$ cat src/hdl/pyd_pkg.sv
`timescale 1ns / 1ps
package pyd_pkg;

  localparam int CW         = 16;
  localparam int AFB        = 8;
  localparam int CS         = 16;
  localparam int ACC_FRAC   = 20;
  localparam int PRESCALE   = 24;
  localparam int SQ         = CW;
  localparam int RAD_W      = 2 * CW;
  localparam int REM_W      = CW + 4;
  localparam int OP_W       = CW + 1;
  localparam int XY_W       = CW + PRESCALE + 4;
  localparam int ANG_W      = 31;
  localparam int OUT_W      = AFB + 9;
  localparam int IDX_W      = $clog2(CS);
  localparam int RND_SH     = ACC_FRAC - AFB;
  localparam int SIDE       = 2 + SQ;
  localparam int DEPTH      = 7 + SQ + CS;

  localparam logic signed [ANG_W-1:0] DEG90  = ANG_W'(64'sd90 <<< ACC_FRAC);
  localparam logic signed [ANG_W-1:0] DEG180 = ANG_W'(64'sd180 <<< ACC_FRAC);
  localparam logic signed [ANG_W-1:0] DEG360 = ANG_W'(64'sd360 <<< ACC_FRAC);
  localparam logic [OUT_W-1:0]        FULL   = OUT_W'(64'd360 << AFB);

  typedef struct packed {
    logic signed [CW-1:0] cx;
    logic signed [CW-1:0] cy;
    logic signed [CW-1:0] cz;
    logic signed [CW-1:0] tx;
    logic signed [CW-1:0] ty;
    logic signed [CW-1:0] tz;
  } vec_t;

  typedef struct packed {
    logic [RAD_W-1:0] rad;
    logic [REM_W-1:0] rem;
    logic [CW-1:0]    root;
  } sq_t;

  typedef struct packed {
    logic signed [XY_W-1:0]  x;
    logic signed [XY_W-1:0]  y;
    logic signed [ANG_W-1:0] acc;
    logic                    held;
  } cd_t;

  // atan(2^-i) in degrees, ACC_FRAC fraction bits
  function automatic logic signed [ANG_W-1:0] stage_angle(input logic [IDX_W-1:0] i);
    int     k;
    longint v;
    k = int'(i);
    case (k)
      0:  v = 64'sd47185920;
      1:  v = 64'sd27855475;
      2:  v = 64'sd14718068;
      3:  v = 64'sd7471121;
      4:  v = 64'sd3750058;
      5:  v = 64'sd1876857;
      6:  v = 64'sd938658;
      7:  v = 64'sd469357;
      8:  v = 64'sd234682;
      9:  v = 64'sd117342;
      10: v = 64'sd58671;
      11: v = 64'sd29335;
      default: v = (64'sd60078979 + (64'sd1 <<< (k - 1))) >>> k;
    endcase
    return ANG_W'(v);
  endfunction

endpackage

$ cat src/hdl/pyd_sqrt_cell.sv
`timescale 1ns / 1ps
// One result bit of a restoring integer square root.
module pyd_sqrt_cell (
  input  logic          clk,
  input  logic          en,
  input  pyd_pkg::sq_t  d,
  output pyd_pkg::sq_t  q
);
  logic [pyd_pkg::REM_W-1:0] r2;
  logic [pyd_pkg::REM_W-1:0] trial;
  pyd_pkg::sq_t              nxt;

  always_comb begin
    r2    = {d.rem[pyd_pkg::REM_W-3:0], d.rad[pyd_pkg::RAD_W-1 -: 2]};
    trial = pyd_pkg::REM_W'({d.root, 2'b01});
    nxt.rad = {d.rad[pyd_pkg::RAD_W-3:0], 2'b00};
    if (r2 >= trial) begin
      nxt.rem  = r2 - trial;
      nxt.root = {d.root[pyd_pkg::CW-2:0], 1'b1};
    end else begin
      nxt.rem  = r2;
      nxt.root = {d.root[pyd_pkg::CW-2:0], 1'b0};
    end
  end

  always_ff @(posedge clk) begin
    if (en) begin
      q <= nxt;
    end
  end
endmodule

$ cat config.mk
export PLATFORM = sky130hd
export DESIGN_NAME = pyd_sqrt_cell
export DESIGN_NICKNAME = d
export VERILOG_FILES = /design/src/hdl/pyd_pkg.sv /design/src/hdl/pyd_sqrt_cell.sv
export SDC_FILE = /design/constraint.sdc
export NUM_CORES = 1
export LEC_CHECK = 0
export ABC_AREA = 0
export BUFFER_PORTS_ARGS = -buffer_cell sky130_fd_sc_hd__clkbuf_2
export CORE_AREA = 4 4 87 89
export DETAILED_ROUTE_END_ITERATION = 16
export DIE_AREA = 0 0 91 93
export GPL_TIMING_DRIVEN = 0
export PLACE_DENSITY = 0.77
export SKIP_LAST_GASP = 1
export SLEW_MARGIN = 0
export SYNTH_ARGS = -nofsm -noshare
export SYNTH_HDL_FRONTEND = slang
export SYNTH_SLANG_ARGS = --single-unit
$ cat constraint.sdc
create_clock -name clk -period 3.1 [get_ports clk]
set_input_delay 0 -clock clk [delete_from_list [all_inputs] [get_ports clk]]
set_output_delay 0 -clock clk [all_outputs]
set_load 0.05 [all_outputs]
==> results_dict.tcl <==
set metrics [dict create \
    crit_arrival_ns 2.84 \
    start_util_pct 47.6 \
    nets 532 \
    ant_nets 0 \
    synth_edf_count 66 \
    synth_seq_cells 66 \
    setup_ws_ns 0.346 \
    finalMaxSlewViolations 0 \
    reg_top3 "q (66)" \
    dieArea_mm2 0.00846 \
    routedWlPerCell_um 16.7 \
    syn-cell-area_mm2 0.00321 \
    synth.distinct_cells 37 \
    cts_buffer_depth 2 \
    hold_path.class "in -> reg" \
    root_buffer "clkbuf_8" \
    hold_end "q[34]$_DFFE_PP_" \
    crit_path_start_kind "input pin" \
    setup_viol 0 \
    dp_cells 453 \
    yosys_most_used_dff "edfxtp_1" \
    holdPathStages 2 \
    largest_register "q" \
    grt_pass1_wl_um 13900 \
    drv_cap 0 \
    drtPass1Iterations 6 \
    hold_buffers 60 \
    final_cells 528 \
    min_from "d[32]" \
    placementRows 30 \
    vdd_drop_max_v 0.000278 \
    cts_made_buffers 9 \
    hpwl_um 5510 \
    drive_above_1_share_pct 38.4 \
    drt_iter0_drc 132 \
    p_leak_uw 0.00217 \
    tns_ns 0 \
    post_cts_buffers 0 \
    core_mm2 0.00676 \
    period_needed_ns 2.75 \
    synthCells 239 \
    cts_tree "yes" \
    grt_max_degree 67 \
    nFillCells 485 \
    routed_via_density 5.07 \
    first_global_vias 2744 \
    dp_slack_ns 0.499 \
    finalHoldViolations 0 \
    crit_type "in -> reg" \
    routed_wl_um 8810 \
    cts_max_level 3 \
    async_reset_ff_share_pct 0 \
    crit_fanout 10 \
    n_antenna_cell 0 \
    status "complete, no violations" \
    portBuffers 133 \
    die_w_um 91 \
    max-slew-margin-rel_pct 39.4 \
    vias 2679 \
    worst_hold_slack_ns 0.0198 \
    yosysSeqAreaShare_pct 61.7 \
    gp_congestion 0.929 \
    io_pins 138 \
    antenna_found_initial 0 \
    total_power_uw 2550 \
    p_per_area_mw_per_mm2 537 \
    gr-total-overflow 0 \
    worstMarginPinSlew_ns 0.909 \
    cp-startpoint "d[7]" \
    syn_avg_cell_area_um2 13.4 \
    track_usage_pct 21.2 \
    cts.reportedPaths.clkPinSlew_ns 0.07 \
    largest_reg_flops 66 \
    ys_warn_count 0 \
    grt_setup_unrepaired "no" \
    worst_ep_required_time_ns 3.19 \
    cts_resized 0 \
    finalCritPeriodShare_pct 88.8 \
    end_kind "register" \
    fmax_mhz 363 \
    synthToLayoutAreaGrowth_pct 47.7 \
    drc 0 \
    cts.sinks 66 \
    die_h_um 93 \
]
[placed cells by master (no fill, tap or decap), drive strengths merged, types with 6 or more instances in the layout]
cell         count
mux2            15
dlygate4sd3     60
a21o             6
o21ai            7
clkbuf         144
nand2           15
ha              18
inv             23
edfxtp          66
xor2             8
xnor2           10
a21oi           20
nor2            10
[routing by layer]
layer,vias to the layer above,GRT usage (%),wire length [um]
met5,-,0,0
met3,8,6.44,769
met4,0,7.16,101
li1,1292,-,-
met1,1236,23.4,3420
met2,143,38.9,4520
[worst max-delay path by stage]
| stage | end | slack (ns) |
|---|---|---|
| after global routing | q[28]$_DFFE_PP_ | 0.11 |
| after detailed placement | q[31]$_DFFE_PP_ | 0.50 |
| final | q[28]$_DFFE_PP_ | 0.35 |
| after floorplan | q[28]$_DFFE_PP_ | 0.99 |
| after global placement | q[30]$_DFFE_PP_ | 0.52 |
| after CTS | q[28]$_DFFE_PP_ | 0.31 |
[metrics by stage]
stage          utilization, %  instance area (um2)
3_5_place_dp             59.0                 3990
4_1_cts                  70.2                 4740
2_1_floorplan               -                 3220
6_report                 70.2                 4740
5_1_grt                  70.2                 4740
3_3_place_gp             58.9                 3980
[layout make-up]
type	count	area [um2]	area share, %
buffer	5	33.8	0.712
sequential	66	1980	41.8
clock inverter	6	35.0	0.738
clock buffer	9	124	2.61
timing repair buffer	193	1270	26.7
multi-input combinational	146	1110	23.5
inverter	23	86.3	1.82
tap	80	100	2.11
[cells in the mapped netlist, types with 2 or more instances]
master | n | share of area (%)
edfxtp_1 | 66 | 62
inv_1 | 23 | 2.7
a21oi_1 | 18 | 2.8
ha_1 | 18 | 7.0
nand2_1 | 15 | 1.8
mux2_2 | 14 | 4.9
xnor2_1 | 10 | 2.7
nor2_1 | 9 | 1.1
xor2_1 | 8 | 2.2
o21ai_0 | 7 | 1.1
a21o_1 | 6 | 1.4
and3_1 | 5 | 0.97
a31oi_1 | 4 | 0.78
nand3_1 | 4 | 0.62
mux2i_1 | 3 | 0.93
o211ai_1 | 3 | 0.70
a21oi_2 | 2 | 0.55
buf_4 | 2 | 0.47
clkbuf_1 | 2 | 0.23
nand2b_1 | 2 | 0.39
o21bai_1 | 2 | 0.47
[cell families (layout without fill, tap and decap cells)]
kind of cell | Yosys count | in the layout | share of synthesized area [%]
flip-flops | 66 | 66 | 61.7
AO/OA/AOI/OAI | 51 | 51 | 10.7
AND/OR/NAND/NOR | 39 | 39 | 5.69
buffers and inverters | 28 | 236 | 3.74
adder cells (fa/ha/maj) | 18 | 18 | 7.01
XOR/XNOR | 18 | 18 | 4.91
multiplexers | 18 | 18 | 6.19
other | 1 | 2 | 0.117
[power by group]
part           total, uW  switching, uW  internal [uW]
Sequential          1130           29.1           1100
Clock                607            328            279
Combinational        815            552            263
[critical path: stages]
cell and delay (ns):
dlygate4sd3_1 0.55, clkbuf_2 0.13, inv_1 0.04, ha_1 0.33, and2_1 0.22, and3_1 0.21
a31oi_1 0.18, a21oi_2 0.11, nor2_2 0.45, buf_6 0.25, mux2_2 0.35
(Power assumes the default switching activity.)
